<file path="config.mk">
export PLATFORM = sky130hd
export DESIGN_NAME = etb_fifo
export DESIGN_NICKNAME = d
export VERILOG_FILES = /design/src/etb_pkg.sv /design/src/etb_fifo.sv
export SDC_FILE = /design/constraint.sdc
export NUM_CORES = 1
export LEC_CHECK = 0
export BUFFER_PORTS_ARGS = -buffer_cell sky130_fd_sc_hd__buf_2
export CAP_MARGIN = 0
export CORE_ASPECT_RATIO = 0.7
export CORE_MARGIN = 3
export CORE_UTILIZATION = 30
export DETAILED_ROUTE_END_ITERATION = 7
export MAX_ROUTING_LAYER = met4
export PLACE_DENSITY_LB_ADDON = 0.2
export SLEW_MARGIN = 15
export SYNTH_ARGS = -nofsm -noshare
export SYNTH_HDL_FRONTEND = slang
export SYNTH_SLANG_ARGS = --single-unit
</file>
<file path="constraint.sdc">
create_clock -name clk -period 25.9 [get_ports clk]
set_clock_uncertainty 0.1 [all_clocks]
set_input_delay 7.77 -clock clk [delete_from_list [all_inputs] [get_ports clk]]
set_output_delay 7.77 -clock clk [all_outputs]
set_load 0.005 [all_outputs]
</file>
<file path="src/etb_pkg.sv">
// Types, constants and helper functions for the topic derivation block.
package etb_pkg;

  localparam logic [31:0] PERIOD_RESET = 32'd3600;
  localparam logic [63:0] MSG_LEN = 64'd40;
  localparam logic [63:0] PARAM_WORD = 64'h0000_0000_0101_0000;

  localparam logic [63:0] IV [8] = '{
    64'h6a09e667f3bcc908, 64'hbb67ae8584caa73b, 64'h3c6ef372fe94f82b, 64'ha54ff53a5f1d36f1,
    64'h510e527fade682d1, 64'h9b05688c2b3e6c1f, 64'h1f83d9abfb41bd6b, 64'h5be0cd19137e2179
  };

  localparam logic [3:0] SIGMA [10][16] = '{
    '{4'd0, 4'd1, 4'd2, 4'd3, 4'd4, 4'd5, 4'd6, 4'd7,
      4'd8, 4'd9, 4'd10, 4'd11, 4'd12, 4'd13, 4'd14, 4'd15},
    '{4'd14, 4'd10, 4'd4, 4'd8, 4'd9, 4'd15, 4'd13, 4'd6,
      4'd1, 4'd12, 4'd0, 4'd2, 4'd11, 4'd7, 4'd5, 4'd3},
    '{4'd11, 4'd8, 4'd12, 4'd0, 4'd5, 4'd2, 4'd15, 4'd13,
      4'd10, 4'd14, 4'd3, 4'd6, 4'd7, 4'd1, 4'd9, 4'd4},
    '{4'd7, 4'd9, 4'd3, 4'd1, 4'd13, 4'd12, 4'd11, 4'd14,
      4'd2, 4'd6, 4'd5, 4'd10, 4'd4, 4'd0, 4'd15, 4'd8},
    '{4'd9, 4'd0, 4'd5, 4'd7, 4'd2, 4'd4, 4'd10, 4'd15,
      4'd14, 4'd1, 4'd11, 4'd12, 4'd6, 4'd8, 4'd3, 4'd13},
    '{4'd2, 4'd12, 4'd6, 4'd10, 4'd0, 4'd11, 4'd8, 4'd3,
      4'd4, 4'd13, 4'd7, 4'd5, 4'd15, 4'd14, 4'd1, 4'd9},
    '{4'd12, 4'd5, 4'd1, 4'd15, 4'd14, 4'd13, 4'd4, 4'd10,
      4'd0, 4'd7, 4'd6, 4'd3, 4'd9, 4'd2, 4'd8, 4'd11},
    '{4'd13, 4'd11, 4'd7, 4'd14, 4'd12, 4'd1, 4'd3, 4'd9,
      4'd5, 4'd0, 4'd15, 4'd4, 4'd8, 4'd6, 4'd2, 4'd10},
    '{4'd6, 4'd15, 4'd14, 4'd9, 4'd11, 4'd3, 4'd0, 4'd8,
      4'd12, 4'd2, 4'd13, 4'd7, 4'd1, 4'd4, 4'd10, 4'd5},
    '{4'd10, 4'd2, 4'd8, 4'd4, 4'd7, 4'd6, 4'd1, 4'd5,
      4'd15, 4'd11, 4'd9, 4'd14, 4'd3, 4'd12, 4'd13, 4'd0}
  };

  // One hash job handed from the front to the back
  typedef struct packed {
    logic [4:0][63:0] msg;
    logic [63:0]      epoch;
    logic [32:0]      secs;
  } job_t;

  // Queue status seen by both sides
  typedef struct packed {
    logic empty;
    logic full;
  } fifo_stat_t;

  function automatic logic [63:0] swap64(input logic [63:0] x);
    logic [63:0] r;
    for (int i = 0; i < 8; i++) begin
      r[8*i +: 8] = x[56 - 8*i +: 8];
    end
    return r;
  endfunction

  function automatic logic [7:0] hex_char(input logic [3:0] n);
    logic [7:0] c;
    if (n < 4'd10) c = 8'h30 + {4'd0, n};
    else c = 8'h57 + {4'd0, n};
    return c;
  endfunction

endpackage

</file>
<file path="src/etb_fifo.sv">
// Two-entry queue that decouples the front end from the hash engine.
module etb_fifo (
  input  logic                clk,
  input  logic                rst,
  input  logic                push,
  input  etb_pkg::job_t       push_job,
  input  logic                pop,
  output etb_pkg::job_t       pop_job,
  output etb_pkg::fifo_stat_t stat
);

  etb_pkg::job_t mem [2];
  logic          wr_ptr, rd_ptr;
  logic [1:0]    count;

  assign stat.empty = (count == 2'd0);
  assign stat.full  = (count == 2'd2);
  assign pop_job    = mem[rd_ptr];

  // Advance pointers and count
  always_ff @(posedge clk) begin
    if (rst) begin
      wr_ptr <= 1'b0;
      rd_ptr <= 1'b0;
      count  <= 2'd0;
    end else begin
      if (push) wr_ptr <= ~wr_ptr;
      if (pop) rd_ptr <= ~rd_ptr;
      if (push && !pop) count <= count + 2'd1;
      else if (pop && !push) count <= count - 2'd1;
    end
  end

  // Store the incoming beat
  always_ff @(posedge clk) begin
    if (push) mem[wr_ptr] <= push_job;
  end

endmodule

</file>
=== After elaboration in Yosys (flattened, before gate mapping) ===
Memories as Yosys holds them, arrays and structs flattened. A register that Yosys moved wholly into a read port is not among the register bits.
Cells that the tools add are included.

* Bits in writable memories: 834
* Bits in read-only memories: 0
* Output and inout port bits: 419
* Input port bits: 421
* Register bits after elaboration: 4
* Latch bits: 0
* Memories: 1

* Order comparisons: 0
* Mux-type cells: 6
* Multipliers: 0
* Reduce and logical (&&, ||, !) cells: 6
* Equality and inequality tests: 1
* Add/subtract/negate cells: 2
* Shift-type cells: 0
* Bitwise gates (word level): 2
* Div/mod/pow operators: 0

{| class="wikitable"
|+ Memories
! memory !! words !! bits a word !! rd ports !! clocked after memory_dff !! write ports !! RTL line !! source
|-
| mem || 2 || 417 || 1 || 1 || 1 || etb_fifo.sv:12 || <nowiki>etb_pkg::job_t mem [2];</nowiki>
|}

{| class="wikitable"
|+ Operators with widths
! kind !! count
|-
| 1-bit two-way mux || 4
|-
| 2-bit two-way mux || 2
|-
| 2-bit by 1-bit adder with 2-bit output (second input constant) || 1
|-
| 2-bit == test (second input constant) || 1
|-
| 1-bit logical AND || 2
|-
| 1-bit zero test || 2
|-
| 2-bit zero test || 1
|-
| 1-bit inverter || 2
|-
| 2-bit nonzero test || 1
|-
| 2-bit by 1-bit subtractor with 2-bit output (second input constant) || 1
|}

=== Depth between registers and ports, before layout ===
* Depth in word-level cells: 4
* Gate-level depth with buffers: 5
* Gate-level depth less buffers: 5

=== Least setup slack after synthesis ===
Ideal clock, no wire load.

* Path type: input port to flip-flop
* Start: in push
* End: mem mem[0][0] in the netlist's numbering (enable)
* Path slack: -1118 ps
* Setup time: 1256 ps
* Cell stages on the path: 1
* Required time: 24544 ps
* Data arrival time: 25662 ps
* Buffers on the path: 0
* Cells stage by stage: nor2b_1

* Cells in the longest elaborated chain, start to end: 2

{| class="wikitable"
|+ RTL lines
! item !! RTL line !! source
|-
| start, declared || etb_fifo.sv:5 || <nowiki>input logic push,</nowiki>
|-
| 1-bit two-way mux || etb_fifo.sv:36 || <nowiki>if (push) mem[wr_ptr] <= push_job;</nowiki>
|-
| 1-bit two-way mux (implied by the code) || etb_fifo.sv:36 ||
|-
| end, declared || etb_fifo.sv:12 ||
|}

Every way passes these cells.

==> metrics.csv <==
metric;value;unit
Root Buffer;clkbuf_16;
Yosys reg bits;839;
IO buf count;839;
final setup violation count;0;
WL final;75900;µm
FF-to-FF End;mem[1][347]$_DFFE_PP_;
die width;388;µm
WL per Instance;20.83;µm
Hold Crit Class;flip-flop to flip-flop;
H-Tree Level Count;3;
Main synth FF type;edfxtp_1;
post-route ant nets;0;
fmax;0.08518;GHz
Residual DRC;0;
Final Hold Fails;0;
Post-Syn Instances;1319;
Final Cycle Share;0.4533;
fillers;9293;
CP cell instances;buf_4, buf_4, mux2_2, buf_2;
Unique masters post-synth;16;
RSZ-0062 raised after global routing;false;
Placer Congestion;0.7751;
Slew Limit Fails;0;
Worst-Margin Slew;1.124;ns
hold_ws;0.4115;ns
slowest CP cell;buf_4;
Setup crit end kind;output port;
GRT Util Overall;0.1407;
largest net degree at the start of global routing;167;
area occupied by multi-input gates;0.005182;mm²
commonest non-fill, non-tap cell in the layout;buf_2;
R2R depth;5;
Avg Inst Size Synth;23.23;µm²
first-pass GRT wire length;108100;µm
Tmin final;11.74;ns
fraction of registers with async set/reset;0;
area share of the largest cell type after synthesis;0.8172;
outcome;finished clean;
dpl hpwl;52630;µm
Seq/Total Area, Yosys;0.8205;
kind of critical path;flip-flop to output port;
height of the die;273.4;µm
1st-pass router iterations;4;
FP Rows;97;
cts repair resizes;0;
Overflow after GRT;0;
NumNets Final;2636;
commonest non-fill, non-tap cells in the layout;buf_2, edfxtp_1, mux2_2, mux2_4, clkbuf_16;
Power Density;79.83;mW/mm²
Max VDD drop;0.05306;mV
initial core utilization;0.3046;
I/O pin count;840;
Clock Path Buffers;3;
R2R Setup Slk;21.01;ns
setup TNS;0;ns
Req. time, crit path;18.03;ns
synth top area cells;edfxtp_1, mux2_2, mux2_4;
postcts setup bufs;0;
worst-path fanout max;68;
crit-path most repeated cell;buf_4;
vias in the first global route;16680;
Crit path largest cell delay;0.91;ns
largest area contributor in the netlist;edfxtp_1;
Layout area overhead;27.74;%
Ys Warns;0;
CTS Hold Buffers Added;0;
Worst-Skew Late Latency;0.64;ns
Hold Path Stages;2;
hold_sp;rd_ptr$_SDFFE_PP0P_;
Critical Path Source Type;flip-flop;
Max Cap Viol;0;
clock transition at the registers of the reported paths;0.06;ns
Slew headroom;0.2505;
Post-Syn Nets;1741;
CTS tree;built;
Post-Syn Area;0.03064;mm²
DR iter-0 viols;788;
Post-synth EDFFs;834;
clk sink count;839;
Die Area;0.1061;mm²
initial antenna violation count;25;
mean number of vias per cell;4.285;
P_leak;14.57;nW
CTS buffer count;85;
layout cells sized above 1;0.6084;
Worst Path Arrival;3.87;ns
core footprint;0.1006;mm²
Via Count;15610;
FF-to-FF Start;wr_ptr$_SDFFE_PP0P_;
FF/Latch Area;0.02515;mm²
critical path: cells and delay by family (launching register included):
kind / cells / cell delay, ns
multiplexers: 1 / 0.45
buffers and inverters: 3 / 1.81
flip-flops: 1 / 0.84
cells in the mapped netlist, types with 2 or more instances:
library cell	number
xnor2_1	2
dfxtp_1	5
buf_2	31
mux2_4	100
buf_6	15
mux2_2	317
nor2_1	5
xor2_1	2
edfxtp_1	834
nor2b_1	2
area by class of cell:
cell class,count,share of cell area
multi-input cells,433,0.1324
diodes,25,0.001598
repair buffers,854,0.1114
flip-flops and latches,839,0.6424
clock inverters,42,0.01173
inverters,1,0.00009589
well taps,1336,0.04270
clock buffers,114,0.05766
per-layer routing:
metal,part of all wire,track usage,up-vias
met4,0.030,0.05210,0
met2,0.53,0.2474,489
met3,0.081,0.05397,130
met1,0.36,0.1425,7874
met5,0,-,-
li1,-,-,7120
worst max-delay path by stage:
| stage | start | cells after the start | slack, ns | to |
|---|---|---|---|---|
| finish | flip-flop | 4 | 14.16 | pop_job[38] |
| global route | flip-flop | 4 | 13.86 | pop_job[214] |
| CTS | flip-flop | 4 | 13.97 | pop_job[214] |
| detailed placement | push | 6 | 13.44 | mem[1][282]$_DFFE_PP_ |
| global placement | push | 6 | 13.50 | mem[1][332]$_DFFE_PP_ |
| floorplan | push | 1 | 6.74 | mem[0][0]$_DFFE_PP_ |
kinds of logic (layout without fill, tap and decap cells):
family / count (synthesis) / count (layout) / share of synthesized area
flip-flops: 839 / 839 / 0.8205
multiplexers: 417 / 417 / 0.1655
buffers and inverters: 47 / 1011 / 0.01070
AND/OR/NAND/NOR: 9 / 9 / 0.001429
XOR/XNOR: 4 / 4 / 0.001143
AO/OA/AOI/OAI: 2 / 2 / 0.0003263
adder cells (fa/ha/maj): 1 / 1 / 0.0004082
other: 0 / 25 / 0
sequential cells by signal, summed over array words and instances, names as in the netlist, named ones only:
| register | flops |
|---|---|
| wr_ptr | 1 |
| mem | 834 |
| count | 2 |
| rd_ptr | 1 |
report_power, final:
group / switching [W] / internal, W
registers: 0.0000197 / 0.00159
clock network: 0.000511 / 0.000689
logic: 0.000163 / 0.000155
metrics by stage:
step	util	total power, W	instance area, µm²	worst slack, ns	cells
2_1_floorplan	-	0.001826	30650	6.739	1319
3_3_place_gp	0.3613	0.001955	36350	13.50	3462
3_5_place_dp	0.3613	0.001963	36350	13.44	3462
4_1_cts	0.3883	0.003179	39060	13.97	3618
5_1_grt	0.3890	0.003259	39140	13.86	3642
6_report	0.3891	0.003125	39150	14.16	3644
Note: power is estimated with default switching activity, not from simulation.
