==> src/etb_pkg.sv <==
// Types, constants and helper functions for the topic derivation block.
package etb_pkg;

  localparam logic [31:0] PERIOD_RESET = 32'd3600;
  localparam logic [63:0] MSG_LEN = 64'd40;
  localparam logic [63:0] PARAM_WORD = 64'h0000_0000_0101_0000;

  localparam logic [63:0] IV [8] = '{
    64'h6a09e667f3bcc908, 64'hbb67ae8584caa73b, 64'h3c6ef372fe94f82b, 64'ha54ff53a5f1d36f1,
    64'h510e527fade682d1, 64'h9b05688c2b3e6c1f, 64'h1f83d9abfb41bd6b, 64'h5be0cd19137e2179
  };

  localparam logic [3:0] SIGMA [10][16] = '{
    '{4'd0, 4'd1, 4'd2, 4'd3, 4'd4, 4'd5, 4'd6, 4'd7,
      4'd8, 4'd9, 4'd10, 4'd11, 4'd12, 4'd13, 4'd14, 4'd15},
    '{4'd14, 4'd10, 4'd4, 4'd8, 4'd9, 4'd15, 4'd13, 4'd6,
      4'd1, 4'd12, 4'd0, 4'd2, 4'd11, 4'd7, 4'd5, 4'd3},
    '{4'd11, 4'd8, 4'd12, 4'd0, 4'd5, 4'd2, 4'd15, 4'd13,
      4'd10, 4'd14, 4'd3, 4'd6, 4'd7, 4'd1, 4'd9, 4'd4},
    '{4'd7, 4'd9, 4'd3, 4'd1, 4'd13, 4'd12, 4'd11, 4'd14,
      4'd2, 4'd6, 4'd5, 4'd10, 4'd4, 4'd0, 4'd15, 4'd8},
    '{4'd9, 4'd0, 4'd5, 4'd7, 4'd2, 4'd4, 4'd10, 4'd15,
      4'd14, 4'd1, 4'd11, 4'd12, 4'd6, 4'd8, 4'd3, 4'd13},
    '{4'd2, 4'd12, 4'd6, 4'd10, 4'd0, 4'd11, 4'd8, 4'd3,
      4'd4, 4'd13, 4'd7, 4'd5, 4'd15, 4'd14, 4'd1, 4'd9},
    '{4'd12, 4'd5, 4'd1, 4'd15, 4'd14, 4'd13, 4'd4, 4'd10,
      4'd0, 4'd7, 4'd6, 4'd3, 4'd9, 4'd2, 4'd8, 4'd11},
    '{4'd13, 4'd11, 4'd7, 4'd14, 4'd12, 4'd1, 4'd3, 4'd9,
      4'd5, 4'd0, 4'd15, 4'd4, 4'd8, 4'd6, 4'd2, 4'd10},
    '{4'd6, 4'd15, 4'd14, 4'd9, 4'd11, 4'd3, 4'd0, 4'd8,
      4'd12, 4'd2, 4'd13, 4'd7, 4'd1, 4'd4, 4'd10, 4'd5},
    '{4'd10, 4'd2, 4'd8, 4'd4, 4'd7, 4'd6, 4'd1, 4'd5,
      4'd15, 4'd11, 4'd9, 4'd14, 4'd3, 4'd12, 4'd13, 4'd0}
  };

  // One hash job handed from the front to the back
  typedef struct packed {
    logic [4:0][63:0] msg;
    logic [63:0]      epoch;
    logic [32:0]      secs;
  } job_t;

  // Queue status seen by both sides
  typedef struct packed {
    logic empty;
    logic full;
  } fifo_stat_t;

  function automatic logic [63:0] swap64(input logic [63:0] x);
    logic [63:0] r;
    for (int i = 0; i < 8; i++) begin
      r[8*i +: 8] = x[56 - 8*i +: 8];
    end
    return r;
  endfunction

  function automatic logic [7:0] hex_char(input logic [3:0] n);
    logic [7:0] c;
    if (n < 4'd10) c = 8'h30 + {4'd0, n};
    else c = 8'h57 + {4'd0, n};
    return c;
  endfunction

endpackage

==> src/etb_front.sv <==
// Front end: accepts items, divides the time by the period, builds the hash message.
module etb_front (
  input  logic               clk,
  input  logic               rst,
  input  logic               in_valid,
  output logic               in_stall,
  input  logic               cmd,
  input  logic [63:0]        key_word_0,
  input  logic [63:0]        key_word_1,
  input  logic [63:0]        key_word_2,
  input  logic [63:0]        key_word_3,
  input  logic [63:0]        time_value,
  input  logic [31:0]        period,
  input  etb_pkg::fifo_stat_t q_stat,
  output logic               push,
  output etb_pkg::job_t      push_job
);

  localparam logic [1:0] ST_IDLE = 2'd0;
  localparam logic [1:0] ST_DIV  = 2'd1;
  localparam logic [1:0] ST_PUSH = 2'd2;

  logic [1:0]  st;
  logic        is_epoch;
  logic        neg;
  logic [63:0] key0, key1, key2, key3, tval;
  logic [31:0] p;
  logic [63:0] quo, quo_next;
  logic [31:0] rem, rem_next;
  logic [3:0]  cnt;
  logic        accept;
  logic [63:0] epoch;
  logic [32:0] secs;

  assign in_stall = (st == ST_DIV) || ((st == ST_PUSH) && q_stat.full);
  assign accept   = in_valid && !in_stall;
  assign push     = (st == ST_PUSH) && !q_stat.full;

  // Four restoring division steps per cycle
  always_comb begin
    logic [32:0] t33;
    logic [31:0] r;
    logic [63:0] q;
    r = rem;
    q = quo;
    for (int j = 0; j < 4; j++) begin
      t33 = {r, q[63]};
      q = {q[62:0], 1'b0};
      if (t33 >= {1'b0, p}) begin
        t33 = t33 - {1'b0, p};
        q[0] = 1'b1;
      end
      r = t33[31:0];
    end
    quo_next = q;
    rem_next = r;
  end

  // Form the epoch, the seconds left and the message words
  always_comb begin
    if (is_epoch) begin
      epoch = tval;
      secs  = 33'd0;
    end else if (neg) begin
      epoch = 64'd0 - quo;
      secs  = {1'b0, p} + {1'b0, rem};
    end else begin
      epoch = quo;
      secs  = {1'b0, p} - {1'b0, rem};
    end
    push_job.msg[0] = etb_pkg::swap64(key0);
    push_job.msg[1] = etb_pkg::swap64(key1);
    push_job.msg[2] = etb_pkg::swap64(key2);
    push_job.msg[3] = etb_pkg::swap64(key3);
    push_job.msg[4] = etb_pkg::swap64(epoch);
    push_job.epoch  = epoch;
    push_job.secs   = secs;
  end

  // Control: load on accept, iterate, hand over
  always_ff @(posedge clk) begin
    if (rst) begin
      st  <= ST_IDLE;
      cnt <= 4'd0;
    end else begin
      if (accept) begin
        st  <= cmd ? ST_PUSH : ST_DIV;
        cnt <= 4'd0;
      end else if (st == ST_DIV) begin
        cnt <= cnt + 4'd1;
        if (cnt == 4'd15) st <= ST_PUSH;
      end else if (push) begin
        st <= ST_IDLE;
      end
    end
  end

  // Payload: operands and divider registers
  always_ff @(posedge clk) begin
    if (accept) begin
      is_epoch <= cmd;
      key0     <= key_word_0;
      key1     <= key_word_1;
      key2     <= key_word_2;
      key3     <= key_word_3;
      tval     <= time_value;
      neg      <= time_value[63];
      p        <= (period == 32'd0) ? 32'd1 : period;
      quo      <= time_value[63] ? (64'd0 - time_value) : time_value;
      rem      <= 32'd0;
    end else if (st == ST_DIV) begin
      quo <= quo_next;
      rem <= rem_next;
    end
  end

endmodule

==> config.mk <==
export PLATFORM = sky130hd
export DESIGN_NAME = etb_front
export DESIGN_NICKNAME = d
export VERILOG_FILES = /design/src/etb_pkg.sv /design/src/etb_front.sv
export SDC_FILE = /design/constraint.sdc
export NUM_CORES = 1
export LEC_CHECK = 0
export ABC_CLOCK_PERIOD_IN_PS = 17700
export BUFFER_PORTS_ARGS = -buffer_cell sky130_fd_sc_hd__buf_2
export CAP_MARGIN = 20
export CORE_AREA = 2 2 307 309
export CTS_CLUSTER_DIAMETER = 80
export CTS_CLUSTER_SIZE = 16
export DETAILED_ROUTE_END_ITERATION = 12
export DIE_AREA = 0 0 309 311
export PLACE_DENSITY = 0.56
export SYNTH_ARGS = -nofsm -noshare
export SYNTH_HDL_FRONTEND = slang
export SYNTH_SLANG_ARGS = --single-unit
==> constraint.sdc <==
create_clock -name clk -period 17.7 [get_ports clk]
set_input_delay 1.77 -clock clk [delete_from_list [all_inputs] [get_ports clk]]
set_output_delay 1.77 -clock clk [all_outputs]
set_load 0.01 [all_outputs]
# [Yosys cells after proc, flatten, opt, wreduce, memory -nomap -nowiden]
# Index checks and enable logic that the tools add are counted.
[word_totals] register_bits=456 input_bits=358 output_inout_bits=419 elab_cells=60
[classes] n_addsub=9 order_cmp=4 n_eq_ne=4 n_mux=20 n_reduce_logical=11
[ops] cell="two-way mux 64 bit" count=5
[ops] cell="greater-or-equal comparator 33 x 32 -> 1 bit" count=4
[ops] cell="two-way mux 32 bit" count=4
[ops] cell="subtractor 1 x 64 -> 64 bit (first input constant)" count=2
[ops] cell="subtractor 32 bit" count=4
[ops] cell="two-way mux 33 bit" count=2
[ops] cell="adder 32 x 32 -> 33 bit" count=1
[ops] cell="subtractor 32 x 32 -> 33 bit" count=1
[ops] cell="logical NOT 32 bit" count=1
[ops] cell="two-way mux 2 bit" count=5
[ops] cell="adder 4 x 1 -> 4 bit (second input constant)" count=1
[ops] cell="equality test 4 bit (second input constant)" count=1
[ops] cell="two-way mux 1 bit" count=4
[ops] cell="logical AND 1 bit" count=3
[ops] cell="inequality test 3 x 2 -> 1 bit (second input constant)" count=1
[ops] cell="nonzero test 3 bit" count=1
[ops] cell="equality test 2 x 1 -> 1 bit (second input constant)" count=1
[ops] cell="equality test 2 bit (second input constant)" count=1
[ops] cell="logical NOT 1 bit" count=2
[ops] cell="AND reduction 2 bit" count=1
[ops] cell="nonzero test 2 bit" count=1
[ops] cell="OR reduction 2 bit" count=1
[ops] cell="logical OR 1 bit" count=1

# [Logic depth before layout (Yosys ltp)]
# Gate-level depths: netlist of the first run.
[logic_depth] depth_word=10 depth_mapped=56 ltp_nobuf=49

# [Least setup slack after synthesis of the first run]
# Ideal clock, no wire load.
[synth_timing] kind="input to register" start="input port q_stat[0] in the netlist's numbering" end="register quo[0], enable pin" setup_time_ps=576 t_arrival_ps=12290 required_time_ps=17124 setup_slack_ps=4834 cell_stages=6 cell_sequence="a21oi_1 nand2_1 clkbuf_1 clkinv_1 nor2_1 inv_1"
[synth_via] elab_chain_cells=5
[synth_lines] element="from (decl)" line_no="etb_front.sv:14" source="input etb_pkg::fifo_stat_t q_stat,"
[synth_lines] element="logical AND 1 bit" line_no="etb_front.sv:35" source="assign in_stall = (st == ST_DIV) || ((st == ST_PUSH) && q_stat.full);"
[synth_lines] element="logical OR 1 bit" line_no="etb_front.sv:35"
[synth_lines] element="logical NOT 1 bit" line_no="etb_front.sv:36" source="assign accept = in_valid && !in_stall;"
[synth_lines] element="logical AND 1 bit" line_no="etb_front.sv:36"
[synth_lines] element="via accept" line_no="etb_front.sv:31" source="logic accept;"
[synth_lines] element="nonzero test 2 bit (no line)"
[synth_lines] element="to (signal assigned)" line_no="etb_front.sv:109" source="quo <= time_value[63] ? (64'd0 - time_value) : time_value;"
[synth_lines] element="to (signal assigned)" line_no="etb_front.sv:112" source="quo <= quo_next;"
[synth_lines] element="to (decl)" line_no="etb_front.sv:28" source="logic [63:0] quo, quo_next;"
# The timed path passes the listed nets, and every way through them passes these cells.
# A chain may end at the register's enable or synchronous reset.

# [Worst setup path in the final report of the first run]
[layout_timing] start="register p[27]" end="register rem[27]"
[layout_via] elab_chain_cells=8
[layout_lines] element="from (decl)" line_no="etb_front.sv:27" source="logic [31:0] p;"
[layout_lines] element="from (signal assigned)" line_no="etb_front.sv:108" source="p <= (period == 32'd0) ? 32'd1 : period;"
[layout_lines] element="subtractor 32 bit / greater-or-equal comparator 33 x 32 -> 1 bit (equally long branches)" line_no="etb_front.sv:50, etb_front.sv:49"
[layout_lines] element="two-way mux 32 bit" line_no="etb_front.sv:49" source="if (t33 >= {1'b0, p}) begin"
[layout_lines] element="subtractor 32 bit / greater-or-equal comparator 33 x 32 -> 1 bit (equally long branches)" line_no="etb_front.sv:50, etb_front.sv:49"
[layout_lines] element="two-way mux 32 bit" line_no="etb_front.sv:49"
[layout_lines] element="greater-or-equal comparator 33 x 32 -> 1 bit / subtractor 32 bit (equally long branches)" line_no="etb_front.sv:49, etb_front.sv:50"
[layout_lines] element="two-way mux 32 bit" line_no="etb_front.sv:49"
[layout_lines] element="subtractor 32 bit / greater-or-equal comparator 33 x 32 -> 1 bit (equally long branches)" line_no="etb_front.sv:50, etb_front.sv:49"
[layout_lines] element="two-way mux 32 bit *" line_no="etb_front.sv:49"
[layout_lines] element="to (signal assigned)" line_no="etb_front.sv:113" source="rem <= rem_next;"
[layout_lines] element="to (decl)" line_no="etb_front.sv:29" source="logic [31:0] rem, rem_next;"
# Mark *: on every way between the ends. The rest lies on a longest branch, timed or not.

==> results.py, run 1 <==
metrics = {
    "place": {
        "place_inst": 4697,
        "gp_congestion": 0.969,
        "post-dp-hpwl_um": 96400,
        "port-buffer-count": 775,
    },
    "routing": {
        "drc_errors": 0,
        "drt_wl_total_um": 118000,
        "vias_per_cell": 5.20,
        "detail-route-antenna-nets": 0,
        "vias": 24853,
        "wl_per_cell_um": 24.7,
        "drt_pass1_iterations": 5,
        "first_iter_violations": 2353,
    },
    "power_and_ir_drop": {
        "p_clk_share_pct": 12.1,
        "p_seq_share_pct": 18.6,
        "internal_power_uw": 3830,
        "p_per_area_mw_per_mm2": 219,
        "fin_total_pwr_uw": 7590,
        "combPwrFrac_pct": 69.3,
        "p_sw_uw": 3760,
        "p_sw_share_pct": 49.5,
        "ir_drop_v": 0.000210,
        "leakage_uw": 0.0148,
    },
    "final_layout": {
        "drive_gt1_share_pct": 26.9,
        "fill_cells": 9483,
        "post-route-util_pct": 37.4,
        "stdcell_count": 4779,
        "area_growth_syn_to_layout_pct": 21.5,
        "final_nets": 4015,
    },
    "logic_synthesis": {
        "postSynthAreaPerCell_um2": 10.1,
        "synth_nets": 3343,
        "ys_types": 84,
        "synth-compound-area-share_pct": 17.3,
        "synth_top_family_by_area": "compound AO/OA/AOI/OAI gates",
        "syn-instance-count": 2816,
        "synthFlopType": "edfxtp_1",
        "synth_xor_area_share_pct": 8.75,
        "yosysSeqAreaShare_pct": 46.5,
        "synth-async-reset-ratio_pct": 0,
        "synthSimpleGateAreaFrac_pct": 12.7,
        "post_synth_mux_area_share_pct": 2.10,
        "synth_area_mm2": 0.0285,
        "synth_seq_cells": 455,
        "synth_adder_area_share_pct": 7.54,
        "synth_edf_count": 417,
        "ys.warnings.count": 0,
    },
    "clocking": {
        "cts-buffers-inserted": 42,
        "htreeDepth": 2,
        "cts.clk_slew.worst_paths_ns": 0.08,
        "cts_sinks": 455,
        "post_cts_buffers": 0,
        "cts.repair.resized": 0,
        "postCtsHoldBufs": 0,
        "clockBufferDepth": 3,
        "cts_tree": "done",
        "ctsRootBufferMaster": "clkbuf_16",
        "insertion_delay_ns": 0.61,
    },
    "floorplan": {
        "core_mm2": 0.0928,
        "ios": 777,
        "initial_core_util_pct": 30.8,
        "rows": 112,
        "die_w_um": 309,
        "dieArea_mm2": 0.0961,
        "die_y_um": 311,
    },
    "setup_path": {
        "cpLargestDelayFamily": "compound AO/OA/AOI/OAI gates",
        "cp.arrival_ns": 15.66,
        "critPathBufInv": 5,
        "crit_type": "reg -> reg",
        "startpoint_type": "flip-flop",
        "required_ns": 18.20,
        "reg2reg_slack_ns": 2.55,
        "max_stage_delay_ns": 0.87,
        "endpoint_kind": "flip-flop",
        "path_max_fanout": 40,
        "cpMaxStageDelayCell": "nor4_1",
    },
    "sta": {
        "setup_viol": 0,
        "rsz0062_at_grt": "false",
        "finalCritPeriodShare_pct": 85.6,
        "relSlewSlack_pct": 22.1,
        "fin_skew_ns": 0.0327,
        "holdWs_ns": 0.532,
        "fin_setup_tns_ns": 0,
        "worst_pin_slew_ns": 1.16,
        "final-hold-violation-count": 0,
        "finalMaxSlewViolations": 0,
        "finalCriticalPeriod_ns": 15.15,
        "fmaxAchievable_ghz": 0.0660,
    },
    "global_route": {
        "met2_usage_pct": 36.5,
        "grt_overflow_total": 0,
        "grt_pass1_wl_um": 166000,
        "antenna_found_initial": 41,
        "grtUsageTotal_pct": 23.8,
        "grt_max_degree": 105,
        "busiest_layer": "met2",
        "grt_pass1_vias": 22998,
        "use_met1_pct": 33.4,
        "use_met3_pct": 6.10,
    },
    "job": {
        "maxCapViolCount": 0,
    },
    "worst_hold_path": {
        "worstHoldPathType": "reg -> reg",
    },
    "outcome": {
        "status": "completed",
    },
}
path summary, 6_finish.rpt:
| kind | to | cells past startpoint | from |
|---|---|---|---|
| setup / recovery | rem[27] | 45 | p[27] |
| hold / removal | rem[27] | 1 | rem[27] |
| setup reg to reg | rem[27] | 45 | p[27] |
| hold reg to reg | rem[27] | 1 | rem[27] |
cell usage in the layout, fill, tap and decap left out, types with 28 or more instances in the layout:
cell	n
xnor2_1	95
ha_1	164
nor2_1	157
edfxtp_1	417
a21o_1	57
nor2b_1	30
dfxtp_1	38
nand2_1	263
clkbuf_16	43
nor3_1	42
nand3_1	63
mux2i_1	33
a21oi_1	175
o21ai_0	261
inv_1	125
buf_4	36
buf_2	775
xor2_1	190
o31ai_1	56
o21a_1	28
or3_1	36
synth_stat cells, types with 24 or more instances:
library cell  number  share of area [%]
edfxtp_1         417                 44
a21oi_1          175                3.1
mux2_2            24               0.95
ha_1             164                7.2
o31ai_1           56                1.5
mux2i_1           33                1.2
nor2b_1           31               0.68
buf_4             64                1.7
nand4_1           26               0.57
nand3_1           63                1.1
o21a_1            28               0.74
xor2_1           190                5.8
nor2_1           157                2.1
nand2b_1          27               0.59
a21o_1            57                1.5
dfxtp_1           38                2.7
o21ai_0          263                4.6
nand2_1          264                3.5
xnor2_1           95                2.9
nor3_1            43               0.75
nor4_1            25               0.55
inv_1            126                1.7
or3_1             36               0.79
clkbuf_1         103                1.4
per-stage QoR:
stage,area [um^2],setup WS (ns)
6_report,34700,2.55
4_1_cts,34600,2.77
3_5_place_dp,33300,2.86
2_1_floorplan,28500,4.83
5_1_grt,34700,1.78
3_3_place_gp,33300,2.91
flip-flops by register name, summed over array words and instances (netlist names):
name / cells
cnt: 4
is_epoch: 1
key0: 64
key1: 64
key2: 64
key3: 64
neg: 1
p: 32
quo: 64
rem: 32
st: 2
tval: 63
per-layer routing:
metal | vias to the layer above | part of all wire, %
met3 | 159 | 9.1
met2 | 1054 | 44
met5 | - | 0.21
li1 | 11679 | -
met4 | 32 | 2.2
met1 | 11929 | 44
area by class of cell:
cell class / instances / area [um^2] / area share, %
clock inverter: 20 / 215 / 0.620
timing repair buffer: 812 / 4160 / 12.0
multi-input combinational: 2050 / 13800 / 39.9
tap: 1254 / 1570 / 4.52
clock buffer: 46 / 1090 / 3.13
inverter: 127 / 484 / 1.40
sequential: 455 / 13300 / 38.3
antenna: 15 / 37.5 / 0.108
cell families (layout without fill, tap and decap cells):
logic type | after synthesis | count (layout)
AOI/OAI and AO/OA | 783 | 783
and+or+nand+nor | 756 | 756
DFF | 455 | 455
buffers and inverters | 311 | 1005
xor gates and xnor gates | 285 | 285
adders and majority gates | 169 | 169
muxes | 57 | 57
other | 0 | 15
power groups by stage:
stage / combinational (uW) / clock, uW / sequential [uW]
after global routing: 5710 / 967 / 1430
after global placement: 5130 / 0 / 1430
final: 5260 / 916 / 1410
after floorplan: 3750 / 0 / 1450
after detailed placement: 5130 / 0 / 1430
after CTS: 5160 / 935 / 1410
Power figures use the tool's default switching activity.
==> run 2, diff against run 1 <==
- CORE_AREA: 2 2 307 309 -> default
- CORE_ASPECT_RATIO: default -> 0.5
- CORE_UTILIZATION: default -> 30
- DIE_AREA: 0 0 309 311 -> default
- PLACE_DENSITY: 0.56 -> 0.55
==> results.py, run 2 (synthesis gave the netlist of run 1 again) <==
metrics = {
    "setup_path": {
        "required_ns": 18.15,
        "max_stage_delay_ns": 0.54,
        "reg2reg_slack_ns": 3.10,
        "crit_type": "reg -> reg",
        "reg2regPathDepth": 51,
        "cp.arrival_ns": 15.05,
        "cpMaxStageDelayCell": "o21ai_1",
        "endpoint_kind": "flip-flop",
        "path_max_fanout": 37,
        "crit-reg2reg-launch": "p[1]",
        "r2r-end": "rem[11]",
        "startpoint_type": "flip-flop",
    },
    "power_and_ir_drop": {
        "p_per_area_mw_per_mm2": 215,
        "ir_drop_v": 0.000219,
        "leakage_uw": 0.0146,
    },
    "clocking": {
        "postCtsHoldBufs": 0,
        "cts.clk_slew.worst_paths_ns": 0.08,
        "cts-buffers-inserted": 36,
        "insertion_delay_ns": 0.57,
        "htreeDepth": 2,
        "cts.repair.resized": 0,
        "cts_tree": "done",
        "cts_sinks": 455,
        "ctsRootBufferMaster": "clkbuf_16",
        "clockBufferDepth": 3,
        "post_cts_buffers": 0,
    },
    "outcome": {
        "status": "completed",
    },
    "sta": {
        "fin_skew_ns": 0.0218,
        "finalCriticalPeriod_ns": 14.60,
        "fin_setup_tns_ns": 0,
        "setup_slack_ns": 3.10,
        "worst_pin_slew_ns": 1.17,
        "rsz0062_at_grt": "false",
        "fmaxAchievable_ghz": 0.0685,
        "finalCritPeriodShare_pct": 82.5,
        "relSlewSlack_pct": 21.9,
        "setup_viol": 0,
        "final-hold-violation-count": 0,
        "finalMaxSlewViolations": 0,
    },
    "worst_hold_path": {
        "worst_hold_path.endpoint": "rem[10]",
        "min_path_cells": 2,
        "worstHoldPathType": "reg -> reg",
        "hold_start": "rem[10]",
    },
    "floorplan": {
        "die_w_um": 438,
        "dieArea_mm2": 0.0964,
        "rows": 79,
        "die_y_um": 220,
        "ios": 777,
        "initial_core_util_pct": 30.5,
        "core_mm2": 0.0936,
    },
    "place": {
        "place_area_mm2": 0.0333,
        "place_inst": 4689,
        "dp_slack_ns": 3.31,
        "port-buffer-count": 775,
        "post-dp-hpwl_um": 81500,
        "gp_congestion": 0.977,
    },
    "global_route": {
        "grt_pass1_vias": 23093,
        "grt_pass1_wl_um": 147000,
        "grt_overflow_total": 0,
        "antenna_found_initial": 18,
        "grt_max_degree": 185,
        "grtUsageTotal_pct": 20.1,
    },
    "job": {
        "maxCapViolCount": 0,
    },
    "routing": {
        "drt_pass1_iterations": 7,
        "vias": 24201,
        "drt_wl_total_um": 102000,
        "vias_per_cell": 5.10,
        "first_iter_violations": 1808,
        "detail-route-antenna-nets": 0,
        "drc_errors": 0,
        "wl_per_cell_um": 21.4,
    },
    "final_layout": {
        "area_growth_syn_to_layout_pct": 20.3,
        "layout_commonest_cell": "buf_2",
        "fin_area_mm2": 0.0343,
        "stdcell_count": 4748,
        "layout_common_cells": "buf_2, edfxtp_1, o21ai_0, nand2_1, xor2_1",
        "final_nets": 4000,
        "drive_gt1_share_pct": 26.3,
    },
}
## run 2: changes by cell type in the layout (fill, tap and decap cells not counted), sizes merged
cell / previous run / this run
buf: 811 / 803
bufinv: 0 / 1
clkbuf: 46 / 41
clkinv: 14 / 6
diode: 15 / 8
dlymetal6s2s: 1 / 0
inv: 132 / 128
## run 2: worst max path at each step
stage / depth (start not counted) / from / slack (ns) / to
4_1_cts: 50 / p[1] / 3.22 / rem[11]
3_3_place_gp: 49 / p[1] / 3.32 / rem[11]
5_1_grt: 51 / p[1] / 2.14 / rem[11]
3_5_place_dp: 50 / p[1] / 3.31 / rem[11]
2_1_floorplan: 6 / q_stat[0] / 4.83 / quo[0]
6_report: 51 / p[1] / 3.10 / rem[11]
## run 2: final cells by class
class	count	area [um^2]
tap	1255	1570
timing repair buffer	803	4100
multi-input combinational	2050	13800
clock inverter	9	109
inverter	127	484
sequential	455	13300
antenna	8	20.0
fill	9454	59300
clock buffer	41	920
## run 2: metrics by stage
stage	util, %	hold WS [ns]	power, uW
3_5_place_dp	35.5	0.520	6530
4_1_cts	36.6	0.540	7350
6_report	36.7	0.534	7390
5_1_grt	36.7	0.568	7950
3_3_place_gp	35.5	0.521	6480
2_1_floorplan	-	0.469	5200
## run 2: power by group
group / switching (uW) / total [uW] / internal (uW) / leakage (uW)
Combinational: 3130 / 5190 / 2050 / 0.00974
Sequential: 96.3 / 1410 / 1320 / 0.00434
Clock: 404 / 793 / 389 / 0.000496
Total: 3630 / 7390 / 3760 / 0.0146
## run 2: critical path, delay by kind of cell (launching register included)
kind            cells  cell delay, ns
fa+ha+maj           4            1.38
buf+inv             9            2.89
mux                 2            0.68
compound gates     25            6.66
simple gates       11            2.23
flops               1            0.53
## run 2: metal layers
| layer | up-vias | GRT usage, % | part of all wire (%) |
|---|---|---|---|
| li1 | 11621 | - | - |
| met1 | 11746 | 26.3 | 43 |
| met2 | 735 | 33.7 | 48 |
| met3 | 91 | 4.54 | 7.3 |
| met4 | 8 | 4.91 | 2.0 |
| met5 | - | 0 | 0.052 |
